[config.mk]
export PLATFORM = sky130hd
export DESIGN_NAME = cia_post
export DESIGN_NICKNAME = d
export VERILOG_FILES = /design/src/rtl/checked_integer_alu_top_defines.svh /design/src/rtl/cia_pkg.sv /design/src/rtl/cia_post.sv
export SDC_FILE = /design/constraint.sdc
export NUM_CORES = 1
export LEC_CHECK = 0
export BUFFER_PORTS_ARGS = -buffer_cell sky130_fd_sc_hd__buf_2
export CORE_AREA = 2 2 96 70
export CTS_BUF_LIST = sky130_fd_sc_hd__clkbuf_8
export DETAILED_ROUTE_END_ITERATION = 8
export DIE_AREA = 0 0 98 72
export PLACE_DENSITY_LB_ADDON = 0.08
export SLEW_MARGIN = 20
export SYNTH_ARGS = -nofsm -noshare
export SYNTH_HDL_FRONTEND = slang
export SYNTH_SLANG_ARGS = --single-unit
export TNS_END_PERCENT = 10
[constraint.sdc]
create_clock -name i_clk -period 7.12 [get_ports i_clk]
set_input_delay 1.424 -clock i_clk [delete_from_list [all_inputs] [get_ports i_clk]]
set_output_delay 1.424 -clock i_clk [all_outputs]
set_load 0.005 [all_outputs]
[src/rtl/checked_integer_alu_top_defines.svh]
// Assertion macros for the checked integer ALU.
// Taken in by the RTL files that carry concurrent assertions; no other dependencies.
`ifndef CHECKED_INTEGER_ALU_TOP_DEFINES_SVH
`define CHECKED_INTEGER_ALU_TOP_DEFINES_SVH

// The consequent must hold in the same cycle as the antecedent.
`define CIA_ASSERT_SAME(lbl, clk, rst_n, ante, cons) \
    lbl: assert property (@(posedge clk) disable iff (!rst_n) (ante) |-> (cons)) \
        else $error("checked_integer_alu: same-cycle check failed");

// The consequent must hold in the cycle after the antecedent.
`define CIA_ASSERT_NEXT(lbl, clk, rst_n, ante, cons) \
    lbl: assert property (@(posedge clk) disable iff (!rst_n) (ante) |=> (cons)) \
        else $error("checked_integer_alu: next-cycle check failed");

`endif

[src/rtl/cia_pkg.sv]
// Shared types and constants for the checked integer ALU.
// Used by every module of the block; depends on nothing.
package cia_pkg;

    // Operand width; the request and response fields are fixed at this width.
    localparam int WIDTH = 32;

    localparam logic [WIDTH-1:0] MIN_NEG = {1'b1, {(WIDTH-1){1'b0}}};

    // Operation codes of a request.
    typedef enum logic [2:0] {
        OP_ADD = 3'd0,
        OP_SUB = 3'd1,
        OP_MUL = 3'd2,
        OP_DIV = 3'd3,
        OP_NEG = 3'd4
    } t_op;

    // What the cell chain does with an item.
    typedef enum logic [1:0] {
        K_PASS = 2'd0,
        K_MUL  = 2'd1,
        K_DIV  = 2'd2
    } t_kind;

    typedef struct packed {
        logic [2:0]       req_type;
        logic             is_signed;
        logic [WIDTH-1:0] operand_a;
        logic [WIDTH-1:0] operand_b;
    } t_req;

    typedef struct packed {
        logic [WIDTH-1:0] result_value;
        logic             overflow;
    } t_rsp;

    // Data handed from cell to cell. For multiply, r is the high product half
    // and x the multiplier shifting out while low product bits shift in. For
    // divide, r is the partial remainder and x the dividend shifting out while
    // quotient bits shift in. For pass, r holds the finished result.
    typedef struct packed {
        t_kind            kind;
        logic             is_signed;
        logic             negres;
        logic             ovf;
        logic [WIDTH-1:0] r;
        logic [WIDTH-1:0] x;
        logic [WIDTH-1:0] y;
    } t_stage;

endpackage

[src/rtl/cia_post.sv]
// Back stage of the checked integer ALU: range checks on the product, sign
// fix-up of product and quotient, and the response register. Depends on cia_pkg.
module cia_post (
    input  logic            i_clk,
    input  logic            i_rst_n,
    input  logic            i_valid,
    input  cia_pkg::t_stage i_data,
    output logic            o_stall,
    output logic            o_valid,
    output cia_pkg::t_rsp   o_rsp,
    input  logic            i_stall
);

    localparam int W = cia_pkg::WIDTH;

    logic          r_valid;
    cia_pkg::t_rsp r_rsp;
    cia_pkg::t_rsp n_rsp;

    logic [W-1:0] mag;
    logic         ovf;

    // Final checks and sign of the result.
    always_comb begin
        mag = i_data.x;
        ovf = i_data.ovf;
        case (i_data.kind)
            cia_pkg::K_MUL: begin
                // The product magnitude must fit the signed or unsigned range;
                // a negative result may reach the most negative value.
                if (i_data.is_signed) begin
                    ovf = (i_data.r != '0) ||
                          (i_data.x[W-1] && (!i_data.negres || (i_data.x[W-2:0] != '0)));
                end else begin
                    ovf = (i_data.r != '0);
                end
            end
            cia_pkg::K_DIV: begin
                ovf = 1'b0;
            end
            default: begin
                mag = i_data.r;
            end
        endcase

        n_rsp.overflow = ovf;
        if (ovf) begin
            n_rsp.result_value = '0;
        end else if (i_data.kind != cia_pkg::K_PASS && i_data.negres) begin
            n_rsp.result_value = ~mag + 1'b1;
        end else begin
            n_rsp.result_value = mag;
        end
    end

    // Response register.
    assign o_stall = r_valid && i_stall;

    always_ff @(posedge i_clk) begin
        if (!i_rst_n) begin
            r_valid <= 1'b0;
        end else if (!o_stall) begin
            r_valid <= i_valid;
        end
    end

    always_ff @(posedge i_clk) begin
        if (!o_stall && i_valid) begin
            r_rsp <= n_rsp;
        end
    end

    assign o_valid = r_valid;
    assign o_rsp   = r_rsp;

endmodule

# == Word level (Yosys, flattened, before mapping) ==
# Cells that the tools add are included.
# word_totals
reg_bits,34
latch_bits,0
ram_bits,0
romBits,0
elab_cells,23
mem_count,0
# op_classes
add_sub_neg,1
mul,0
div,0
order_cmp,0
n_eq_ne,2
n_shift,0
muxes,4
bitwise_logic,1
reduce_logical,12
# op_table
cell,n
$mux W32,2
$add A32 B1 Y32 const B,1
$not A32 Y32,1
$reduce_bool A32 Y1,1
$reduce_bool A31 Y1,1
$logic_and A1 B1 Y1,4
$eq A2 B1 Y1 const B,1
$eq A2 B2 Y1 const B,1
$logic_not A1 Y1,2
$logic_or A1 B1 Y1,2
$pmux W1 S2,1
$reduce_bool A2 Y1,1
$reduce_or A2 Y1,1
$mux W1,1

# == Longest topological paths before layout ==
# Gate-level depths: netlist (run 1).
# logic_depth
word_depth,6
depth_mapped,15
mapped_depth_nobuf,9

# == Worst setup path before layout (run 1) ==
# Ideal clock, no wire load.
# synth_timing
path_type,input to register
start,in i_data[100] in the netlist's numbering
end,reg r_rsp (netlist bit o_rsp[25]) (data pin)
arrival_ns,4.236
path_slack_ns,2.614
path_stages,15
n_path_buf,6
cell_sequence,inv_1 > ha_1 > buf_4 > buf_6 > buf_2 > buf_2 > buf_2 > buf_2 > mux2i_1 > ha_1 > o221ai_4 > nor4b_2 > o32ai_1 > a41oi_1 > a31oi_1
# synth_via
elab_chain_len,6
elab_cells_between_ends,10
cone_classes,add/sub (1); eq/ne (2); mux (3); bitwise (1); reduce/logical (3)
# synth_lines
item,line,source
start: declaration,cia_post.sv:7,"input cia_pkg::t_stage i_data,"
$eq A2 B1 Y1 / $eq A2 B2 Y1 (equally long branches),cia_post.sv:27,case (i_data.kind)
$reduce_or A2 Y1 (no source line),-,
$mux W32,cia_post.sv:27,
$not A32 Y32,cia_post.sv:50,n_rsp.result_value = ~mag + 1'b1;
$add A32 B1 Y32,cia_post.sv:50,
$mux W32,cia_post.sv:49,end else if (i_data.kind != cia_pkg::K_PASS && i_data.negres) begin
end signal: assignment,cia_post.sv:69,r_rsp <= n_rsp;
end: declaration,cia_post.sv:17,cia_pkg::t_rsp r_rsp;
# Several ways; a longest one is shown, not always the timed one.
# A chain may end at the register's enable or synchronous reset.

# == Worst setup path after layout (run 1) ==
# Same ends and word-level chain as after synthesis.

==> results of run 1 <==
[state kept, by name (all words and copies together), names as in the netlist]
name	cells
o_valid	1
o_rsp	33
[logic make-up after synthesis]
group / after synthesis / synth area share
and+or+nand+nor: 165 / 0.281
AOI/OAI and AO/OA: 94 / 0.216
DFF: 34 / 0.312
buffers and inverters: 27 / 0.0387
xor gates and xnor gates: 24 / 0.0649
muxes: 23 / 0.0754
adders and majority gates: 3 / 0.0116
[area by class of cell]
| type | instances | area (µm²) |
|---|---|---|
| fillers | 554 | 2140 |
| multi-input cells | 309 | 2110 |
| flip-flops and latches | 34 | 1010 |
| repair buffers | 112 | 573 |
| well taps | 78 | 97.6 |
| clock buffers | 5 | 68.8 |
| clock inverters | 3 | 68.8 |
| inverters | 7 | 26.3 |
[cell usage in the layout (no fill, tap or decap), types with 3 or more instances in the layout]
master      n
a211oi_1    3
a21o_1      4
a21oi_1    25
a22oi_1     6
a31oi_1     7
a41oi_1     4
and2_1      3
and4b_1     3
buf_2     107
buf_4       5
clkbuf_8    5
edfxtp_1   33
inv_1       6
mux2_2      4
mux2i_1    17
nand2_1    24
nand3_1     7
nand4_1     5
nor2_1     50
nor3_1     31
nor3b_1     5
nor3b_2     4
nor4_1      9
nor4_2      4
o21ai_0    15
o22ai_1     6
or3_1       4
xnor2_1    17
xor2_1      7
[power groups by stage]
stage          sequential [mW]  clock [mW]  combinational, mW
3_5_place_dp             0.258           0              0.220
6_report                 0.254       0.227              0.225
5_1_grt                  0.256       0.238              0.244
3_3_place_gp             0.258           0              0.216
2_1_floorplan            0.262           0              0.133
4_1_cts                  0.254       0.230              0.221
[worst reg2reg max path, cell delays in order, from the launching register on]
cell	delay, ns
dfxtp_1	0.31
and2_1	0.16
nor2b_2	0.10
buf_4	0.39
[worst paths after layout]
check               from   endpoint  slack (ns)  cells after the start
max reg2reg      o_valid   o_rsp[4]        5.80                      3
min reg2reg      o_valid    o_valid        0.63                      2
min              o_valid    o_valid        0.63                      2
max          i_data[100]  o_rsp[25]        2.55                     10
[metrics by stage]
step,std cells,total power [mW],instance area (µm²)
final,548,0.705,3950
after global routing,548,0.738,3950
after CTS,548,0.705,3950
after detailed placement,540,0.478,3810
after global placement,540,0.473,3810
after floorplan,370,0.396,3240
[routing by layer]
| layer | global-route usage | wire (µm) | up-vias |
|---|---|---|---|
| li1 | - | - | 1618 |
| met1 | 0.416 | 4570 | 1626 |
| met2 | 0.429 | 4320 | 206 |
| met3 | 0.0617 | 996 | 16 |
| met4 | 0.0725 | 137 | 0 |
| met5 | 0 | 0 | - |
==> metrics.md, run 1 <==
| Metric | Value |
|---|---|
| Clk root buf | `clkbuf_8` |
| Internal power | `0.482 mW` |
| Core Rows | `24` |
| Drt wl/cell | `18.3 µm` |
| Vias per Instance | `6.32` |
| Max-cap violations | `0` |
| Sequential-to-total area share from yosys stat | `0.312` |
| Post-route DRC | `0` |
| Final Critical Period | `4.57 ns` |
| Worst-case clock skew | `0.00975 ns` |
| Cell accounting for the most synthesized area | `edfxtp_1` |
| Count of routing violations after the opening detailed-route iteration | `329` |
| NumNets Final | `577` |
| H-tree depth reported by CTS | `2` |
| Initial antenna violation count | `0` |
| Mean post-synth cell area | `8.75 µm²` |
| Leftover overflow at the end of global routing | `0` |
| Area share of the leading cell type in the synthesized netlist | `0.306` |
| Cts hold-fix bufs | `0` |
| Final GP Congestion | `0.902` |
| Fraction of registers with async set or reset after synthesis | `0` |
| Number of resized instances in the post-cts repair step | `0` |
| Buffer and inverter count on the worst path | `4` |
| Kind of path behind the tightest hold check | `reg2reg` |
| Cells taking the most area after synthesis | `edfxtp_1 (31%), nor2_1 (5.8%), mux2i_1 (5.3%)` |
| TritonCTS clock tree | `done` |
| Number of max-slew violations in the final report | `0` |
| Critical path arrival | `4.62 ns` |
| Maximum root-to-sink buffer count | `2` |
| Critical-path top delay cell | `ha_2` |
| Die span in x | `98 µm` |
| Crit share post-route | `0.642` |
| Most frequently used cell type in the post-synthesis netlist | `nor2_1` |
| P&R area growth vs syn | `22.1%` |
| Clock-pin slew on the worst setup and hold paths | `0.09 ns` |
| Leading cell types by count after synthesis | `nor2_1 (50), edfxtp_1 (33), nor3_1 (31)` |
| Flop and latch count out of synthesis | `34` |
| Worst slack at placement | `2.34 ns` |
| Via count of the first global-routing pass | `3169` |
| DIE AREA | `7060 µm²` |
| Unique cell type count in the Yosys netlist | `65` |
| Worst hold-check slack | `0.634 ns` |
| Post-route core utilization | `0.649` |
| Synthesized instance count | `370` |
| Setup Crit Path Kind | `in2reg` |
| Via count | `3466` |
| Post-DP HPWL | `7.39 mm` |
| Top Ports | `140` |
| Antenna diodes | `0` |
| Gate family responsible for the most delay along the worst path | `buffers and inverters` |
| Post-Synthesis Cell Area | `3240 µm²` |
| Die height | `72 µm` |
| Total wire length | `10.0 mm` |
| Count of TritonRoute iterations in the first routing pass | `6` |
| Layout cell share with drive strength beyond 1 | `0.321` |
| Switching part of the total | `0.317` |
| Worst slew margin | `0.342` |
| Synthesized netlist net count | `478` |
| Sort of element at the end of the critical path | `flop` |
| Number of enable-type register cells in the synthesized netlist | `33` |
| Clock Sinks | `34` |
| Run status | `finished clean` |
| Post-CTS setup buffer count | `0` |
| Share of total power in combinational logic | `0.319` |
| Clock buffer count from CTS | `5` |
| Achievable Freq | `219 MHz` |
| Slew of the pin with the lowest slew margin | `0.985 ns` |
| Leakage power of the design | `1.59 nW` |
| YS warnings | `0` |
| Area inside the core boundary | `6100 µm²` |
| Setup repair after global routing missed its margin | `false` |
| Largest stage delay on the critical path | `0.70 ns` |
| Largest net degree at the start of global routing | `60` |
| Final hold vios | `0` |
| Remaining antenna violation count | `0` |
| Clock Power Share | `0.321` |
| Peak supply drop | `0.113 mV` |
| Crit path required time | `7.17 ns` |
| Insertion delay to the later sink of the worst-skew pair | `0.31 ns` |
| Initial cell density of the core | `0.531` |
| Final Worst Setup Slack | `2.55 ns` |
| Number of I/O port buffers | `107` |
| Critical path peak fanout | `59` |
| Cells traversed along the worst timing path | `buf_2 > inv_1 > ha_2 > buf_4 > inv_2 > o31ai_1 > nor4b_2 > o32ai_1 > a41oi_1 > a31oi_1` |
| Power per standard cell area | `178 nW/µm²` |
| Net Switching | `0.223 mW` |
| Crit path launch type | `input port` |
| Global-route wire length before repair | `15.9 mm` |
| All-Layer GR Usage | `0.284` |
| Register share of total power | `0.360` |
| Setup violation total in the final timing report | `0` |
| Primary FF master, synth | `edfxtp_1` |
| Total Negative Setup Slacks | `0 ns` |
Power figures use the tool's default switching activity.
==> run 2: changes to the inputs <==
--- a/config.mk
+++ b/config.mk
@@ -6,10 +6,10 @@
 export NUM_CORES = 1
 export LEC_CHECK = 0
 export BUFFER_PORTS_ARGS = -buffer_cell sky130_fd_sc_hd__buf_2
-export CORE_AREA = 2 2 96 70
+export CORE_AREA = 2 2 105 76
 export CTS_BUF_LIST = sky130_fd_sc_hd__clkbuf_8
 export DETAILED_ROUTE_END_ITERATION = 8
-export DIE_AREA = 0 0 98 72
+export DIE_AREA = 0 0 107 78
 export PLACE_DENSITY_LB_ADDON = 0.08
 export SLEW_MARGIN = 20
 export SYNTH_ARGS = -nofsm -noshare
==> constraint.sdc (replaced) <==
create_clock -name i_clk -period 3.7 [get_ports i_clk]
set_input_delay 0.74 -clock i_clk [delete_from_list [all_inputs] [get_ports i_clk]]
set_output_delay 0.74 -clock i_clk [all_outputs]
set_load 0.005 [all_outputs]
==> metrics.md, run 2 (synthesis results as in run 1) <==
| Metric | Value |
|---|---|
| Largest net degree at the start of global routing | `39 (was 60)` |
| Cts hold-fix bufs | `0 (unchanged)` |
| Critical path peak fanout | `18 (was 59)` |
| Post-route core utilization | `0.559 (was 0.649)` |
| Number of I/O port buffers | `107 (unchanged)` |
| Startpoint of the worst hold path | `o_valid (unchanged)` |
| Area of the multi-input gates | `2110 µm² (about the same)` |
| Vias per Instance | `5.75 (was 6.32)` |
| Die height | `78 µm (was 72 µm)` |
| Post-Layout Inst Area | `4050 µm² (was 3950 µm²)` |
| Post-DP HPWL | `7.81 mm (was 7.39 mm)` |
| Final GP Congestion | `0.923 (was 0.902)` |
| Clock-pin slew on the worst setup and hold paths | `0.08 ns (was 0.09 ns)` |
| Final Worst Setup Slack | `0.532 ns (was 2.55 ns)` |
| Via count | `3343 (was 3466)` |
| Post-placement cell area | `3960 µm² (was 3810 µm²)` |
| Number of flip-flops under the largest register name | `33 (unchanged)` |
| Launching element of the worst setup path | `i_data[100] (unchanged)` |
| Achievable Freq | `316 MHz` |
| Antenna diodes | `0 (unchanged)` |
| Total Negative Setup Slacks | `0 ns (unchanged)` |
| Via count of the first global-routing pass | `2994 (was 3169)` |
| Number of standard cells in the layout, taps in and fillers out | `581 (was 548)` |
| Final hold vios | `0 (unchanged)` |
| Peak supply drop | `0.148 mV (was 0.113 mV)` |
| Setup repair after global routing missed its margin | `false (unchanged)` |
| Layout cell share with drive strength beyond 1 | `0.337 (was 0.321)` |
| Number of max-slew violations in the final report | `0 (unchanged)` |
| Drt wl/cell | `17.3 µm (was 18.3 µm)` |
| Most common library cell in the layout ignoring fill and taps | `buf_2 (unchanged)` |
| Post-CTS setup buffer count | `0 (unchanged)` |
| Worst slew margin | `0.609 (was 0.342)` |
| TritonCTS clock tree | `done (unchanged)` |
| Number of resized instances in the post-cts repair step | `0 (unchanged)` |
| Crit share post-route | `0.856` |
| Remaining antenna violation count | `0 (unchanged)` |
| H-tree depth reported by CTS | `2 (unchanged)` |
| Area inside the core boundary | `7250 µm² (was 6100 µm²)` |
| Crit path launch type | `input port (unchanged)` |
| Setup violation total in the final timing report | `0 (unchanged)` |
| Most frequent cells in the layout | `buf_2 (107), nor2_1 (50), edfxtp_1 (33), nor3_1 (31), a21oi_1 (25) (unchanged)` |
| Die span in x | `107 µm (was 98 µm)` |
| Initial cell density of the core | `0.446 (was 0.531)` |
| Top Ports | `140 (unchanged)` |
| Kind of path behind the tightest hold check | `reg2reg (unchanged)` |
| Critical path arrival | `3.21 ns (was 4.62 ns)` |
| Post-route DRC | `0 (unchanged)` |
| Initial antenna violation count | `0 (unchanged)` |
| Register cell area after layout | `1010 µm² (unchanged)` |
| Sort of element at the end of the critical path | `flop (unchanged)` |
| Count of TritonRoute iterations in the first routing pass | `6 (unchanged)` |
| Leakage power of the design | `1.64 nW (was 1.59 nW)` |
| P&R area growth vs syn | `25.2% (was 22.1%)` |
| Count of routing violations after the opening detailed-route iteration | `317 (was 329)` |
| Setup Crit Path Kind | `in2reg (unchanged)` |
| Clk root buf | `clkbuf_8 (unchanged)` |
| Crit path required time | `3.74 ns (was 7.17 ns)` |
| Core Rows | `26 (was 24)` |
| Slew of the pin with the lowest slew margin | `0.581 ns (was 0.985 ns)` |
| RR Startpoint | `o_valid (unchanged)` |
| DIE AREA | `8350 µm² (was 7060 µm²)` |
| Leftover overflow at the end of global routing | `0 (unchanged)` |
| Clock buffer count from CTS | `5 (unchanged)` |
| Power per standard cell area | `304 nW/µm² (was 178 nW/µm²)` |
| Global-route wire length before repair | `15.9 mm (about the same)` |
| NumNets Final | `590 (was 577)` |
| Total wire length | `10.0 mm (about the same)` |
| Run status | `finished clean (unchanged)` |
| Fillers | `703 (was 554)` |
| Maximum root-to-sink buffer count | `2 (unchanged)` |
| Clock Sinks | `34 (unchanged)` |
| Worst slack at placement | `0.273 ns (was 2.34 ns)` |
| Insertion delay to the later sink of the worst-skew pair | `0.29 ns (was 0.31 ns)` |
| Post-placement cell count | `573 (was 540)` |
| Worst-case clock skew | `0.00495 ns (was 0.00975 ns)` |
| Max-cap violations | `0 (unchanged)` |
| All-Layer GR Usage | `0.247 (was 0.284)` |
| Final Critical Period | `3.17 ns` |
==> run 2: cell type report <==
cell class,count,share of cell area
Clock buffer,6,0.0204
Clock inverter,2,0.00309
Inverter,7,0.00648
Multi-Input combinational cell,309,0.522
Sequential cell,34,0.249
Tap cell,98,0.0303
Timing Repair Buffer,125,0.169
==> run 2: final timing paths <==
check / endpoint / slack (ns) / cells past startpoint
hold / removal: o_valid / 0.65 / 2
hold reg to reg: o_valid / 0.65 / 2
setup / recovery: o_rsp[25] / 0.53 / 10
setup reg to reg: o_rsp[12] / 2.38 / 3
==> run 2: report_power, final <==
group / total, mW / internal, mW / switching [mW]
Combinational: 0.443 / 0.190 / 0.253
Sequential: 0.488 / 0.479 / 0.00825
Clock: 0.300 / 0.150 / 0.150
==> run 2: worst max-delay path, cell delays in order <==
cell and delay [ns]:
buf_2 0.09, inv_1 0.07, ha_2 0.40, buf_4 0.22, nor3_1 0.42, o22ai_2 0.24, nor4_2 0.57, o32ai_1 0.16
a41oi_1 0.19, a31oi_1 0.10
==> run 2: metal layers <==
metal,global-route usage,share of wire,vias to the layer above
met5,0,0,-
met4,0.0325,0.0031,0
met3,0.0487,0.078,5
met2,0.369,0.42,133
met1,0.375,0.50,1557
li1,-,-,1648
==> run 2: per-stage QoR <==
stage | power, mW | hold slack, ns
finish | 1.23 | 0.646
global route | 1.31 | 0.644
CTS | 1.24 | 0.647
detailed placement | 0.937 | 0.628
global placement | 0.933 | 0.594
floorplan | 0.763 | 0.622
==> run 3: changes to the inputs <==
--- a/config.mk
+++ b/config.mk
@@ -11,6 +11,7 @@
 export DETAILED_ROUTE_END_ITERATION = 8
 export DIE_AREA = 0 0 107 78
 export PLACE_DENSITY_LB_ADDON = 0.08
+export RECOVER_POWER = 100
 export SLEW_MARGIN = 20
 export SYNTH_ARGS = -nofsm -noshare
 export SYNTH_HDL_FRONTEND = slang
==> metrics.md, run 3 (synthesis results as in run 1) <==
| Metric | Value |
|---|---|
| Run status | `finished with violations (was finished clean)` |
| Failing checks | `capacitance limit, slew limit` |
| Largest stage delay on the critical path | `0.57 ns (about the same)` |
| Peak supply drop | `0.149 mV (was 0.148 mV)` |
| Area inside the core boundary | `7250 µm² (unchanged)` |
| Net Switching | `0.410 mW (was 0.412 mW)` |
| Critical path peak fanout | `18 (unchanged)` |
| Count of TritonRoute iterations in the first routing pass | `5 (was 6)` |
| H-tree depth reported by CTS | `2 (unchanged)` |
| Post-placement cell area | `3960 µm² (unchanged)` |
| P&R area growth vs syn | `23.1% (was 25.2%)` |
| Worst-case clock skew | `0.00434 ns (was 0.00495 ns)` |
| Most common library cell in the layout ignoring fill and taps | `buf_2 (unchanged)` |
| Initial antenna violation count | `0 (unchanged)` |
| Drt wl/cell | `17.3 µm (about the same)` |
| Vias per Instance | `5.80 (was 5.75)` |
| TritonCTS clock tree | `done (unchanged)` |
| Cts hold-fix bufs | `0 (unchanged)` |
| Register share of total power | `0.401 (was 0.396)` |
| Clock Sinks | `34 (unchanged)` |
| Clock buffer count from CTS | `5 (unchanged)` |
| Top Ports | `140 (unchanged)` |
| Largest net degree at the start of global routing | `39 (unchanged)` |
| Final GP Congestion | `0.923 (unchanged)` |
| Critical-path top delay cell | `ha_2 (was nor4_2)` |
| Via count | `3372 (was 3343)` |
| Worst slew margin | `-0.205 (was 0.609)` |
| Setup Crit Path Kind | `in2reg (unchanged)` |
| Post-route total power | `1.22 mW (was 1.23 mW)` |
| Initial cell density of the core | `0.446 (unchanged)` |
| Max-cap violations | `1 (was 0)` |
| DIE AREA | `8350 µm² (unchanged)` |
| Leftover overflow at the end of global routing | `0 (unchanged)` |
| Critical path arrival | `3.41 ns (was 3.21 ns)` |
| NumNets Final | `590 (unchanged)` |
| Via count of the first global-routing pass | `2994 (unchanged)` |
| Setup violation total in the final timing report | `0 (unchanged)` |
| Final Critical Period | `3.39 ns (was 3.17 ns)` |
| Clock Power Share | `0.246 (was 0.244)` |
| Number of max-slew violations in the final report | `34 (was 0)` |
| Global-route wire length before repair | `15.9 mm (unchanged)` |
| Die height | `78 µm (unchanged)` |
| Share of total power in combinational logic | `0.353 (was 0.360)` |
| Sort of element at the end of the critical path | `flop (unchanged)` |
| Switching part of the total | `0.336 (was 0.335)` |
| Internal power | `0.810 mW (was 0.819 mW)` |
| Maximum root-to-sink buffer count | `2 (unchanged)` |
| FF-to-FF setup slack | `1.38 ns (was 2.38 ns)` |
| Post-route DRC | `0 (unchanged)` |
| Remaining antenna violation count | `0 (unchanged)` |
| Core Rows | `26 (unchanged)` |
| Number of resized instances in the post-cts repair step | `0 (unchanged)` |
| Number of I/O port buffers | `107 (unchanged)` |
| Count of routing violations after the opening detailed-route iteration | `271 (was 317)` |
| Crit share post-route | `0.916 (was 0.856)` |
| Achievable Freq | `295 MHz (was 316 MHz)` |
| Cells traversed along the worst timing path | `buf_2 > inv_1 > ha_2 > clkbuf_1 > mux2_1 > o21bai_2 > a211oi_1 > buf_4 > nand3_1 > nor3b_1 > nor3_1 (was buf_2 > inv_1 > ha_2 > buf_4 > nor3_1 > o22ai_2 > nor4_2 > o32ai_1 > a41oi_1 > a31oi_1)` |
| Insertion delay to the later sink of the worst-skew pair | `0.29 ns (about the same)` |
| Crit path launch type | `input port (unchanged)` |
| Antenna diodes | `0 (unchanged)` |
| Post-DP HPWL | `7.81 mm (unchanged)` |
| All-Layer GR Usage | `0.247 (unchanged)` |
| Total wire length | `10.0 mm (about the same)` |
| Leakage power of the design | `1.57 nW (was 1.64 nW)` |
| Crit path required time | `3.72 ns (was 3.74 ns)` |
| Slew of the pin with the lowest slew margin | `1.81 ns (was 0.581 ns)` |
| Clock-pin slew on the worst setup and hold paths | `0.08 ns (about the same)` |
| Setup repair after global routing missed its margin | `false (unchanged)` |
| Power per standard cell area | `306 nW/µm² (was 304 nW/µm²)` |
| Die span in x | `107 µm (unchanged)` |
| Number of flip-flops under the largest register name | `33 (unchanged)` |
| Clk root buf | `clkbuf_8 (unchanged)` |
| Final hold vios | `0 (unchanged)` |
| Post-CTS setup buffer count | `0 (unchanged)` |
| Worst hold-check slack | `0.650 ns (was 0.646 ns)` |
| Layout cell share with drive strength beyond 1 | `0.294 (was 0.337)` |
| Post-Layout Inst Area | `3980 µm² (was 4050 µm²)` |
| Kind of path behind the tightest hold check | `in2reg (was reg2reg)` |
| Most frequent cells in the layout | `buf_2 (94), nor2_1 (50), edfxtp_1 (33), nor3_1 (31), a21oi_1 (25) (was buf_2 (107), nor2_1 (50), edfxtp_1 (33), nor3_1 (31), a21oi_1 (25))` |
==> run 3: cell types whose count changed in the layout (fill, tap and decap cells not counted), sizes merged <==
cell / delta
buf: -19
clkbuf: +19
==> run 3: worst paths after layout <==
path               start   endpoint  cells after the start
max          i_data[100]  o_rsp[30]                     11
min              i_rst_n    o_valid                      2
max reg2reg      o_valid  o_rsp[12]                      3
min reg2reg      o_valid    o_valid                      2
==> run 3: metal layers <==
metal,wire length [µm],track usage,vias to the layer above
li1,-,-,1648
met1,4910,0.375,1577
met2,4210,0.369,140
met3,886,0.0487,7
met4,34,0.0325,0
met5,0,0,-
==> run 3: power by group through the flow <==
stage	Clock, mW	Combinational, mW	Sequential [mW]
final	0.301	0.430	0.489
after global routing	0.326	0.477	0.493
after CTS	0.306	0.441	0.488
after detailed placement	0	0.440	0.497
after global placement	0	0.437	0.496
after floorplan	0	0.258	0.505
==> run 3: cell type report <==
cell class,instances,area (µm²)
Tap cell,98,123
Inverter,7,26.3
Sequential cell,34,1010
Fill cell,719,3270
Clock buffer,6,82.6
Timing Repair Buffer,125,648
Multi-Input combinational cell,309,2080
Clock inverter,2,12.5
==> run 3: critical path: cells and delay by family <==
family / cells / cell delay [ns]
and+or+nand+nor: 3 / 0.44
muxes: 1 / 0.46
buffers and inverters: 4 / 0.62
AOI/OAI and AO/OA: 2 / 0.55
adders and majority gates: 1 / 0.57
==> run 3: metrics by stage <==
step	util	std cells	TNS, ns	setup slack [ns]
2_1_floorplan	-	370	-0.202	-0.0661
3_3_place_gp	0.546	573	0	0.311
3_5_place_dp	0.546	573	0	0.273
4_1_cts	0.559	581	0	0.583
5_1_grt	0.549	581	0	0.181
6_report	0.549	581	0	0.312
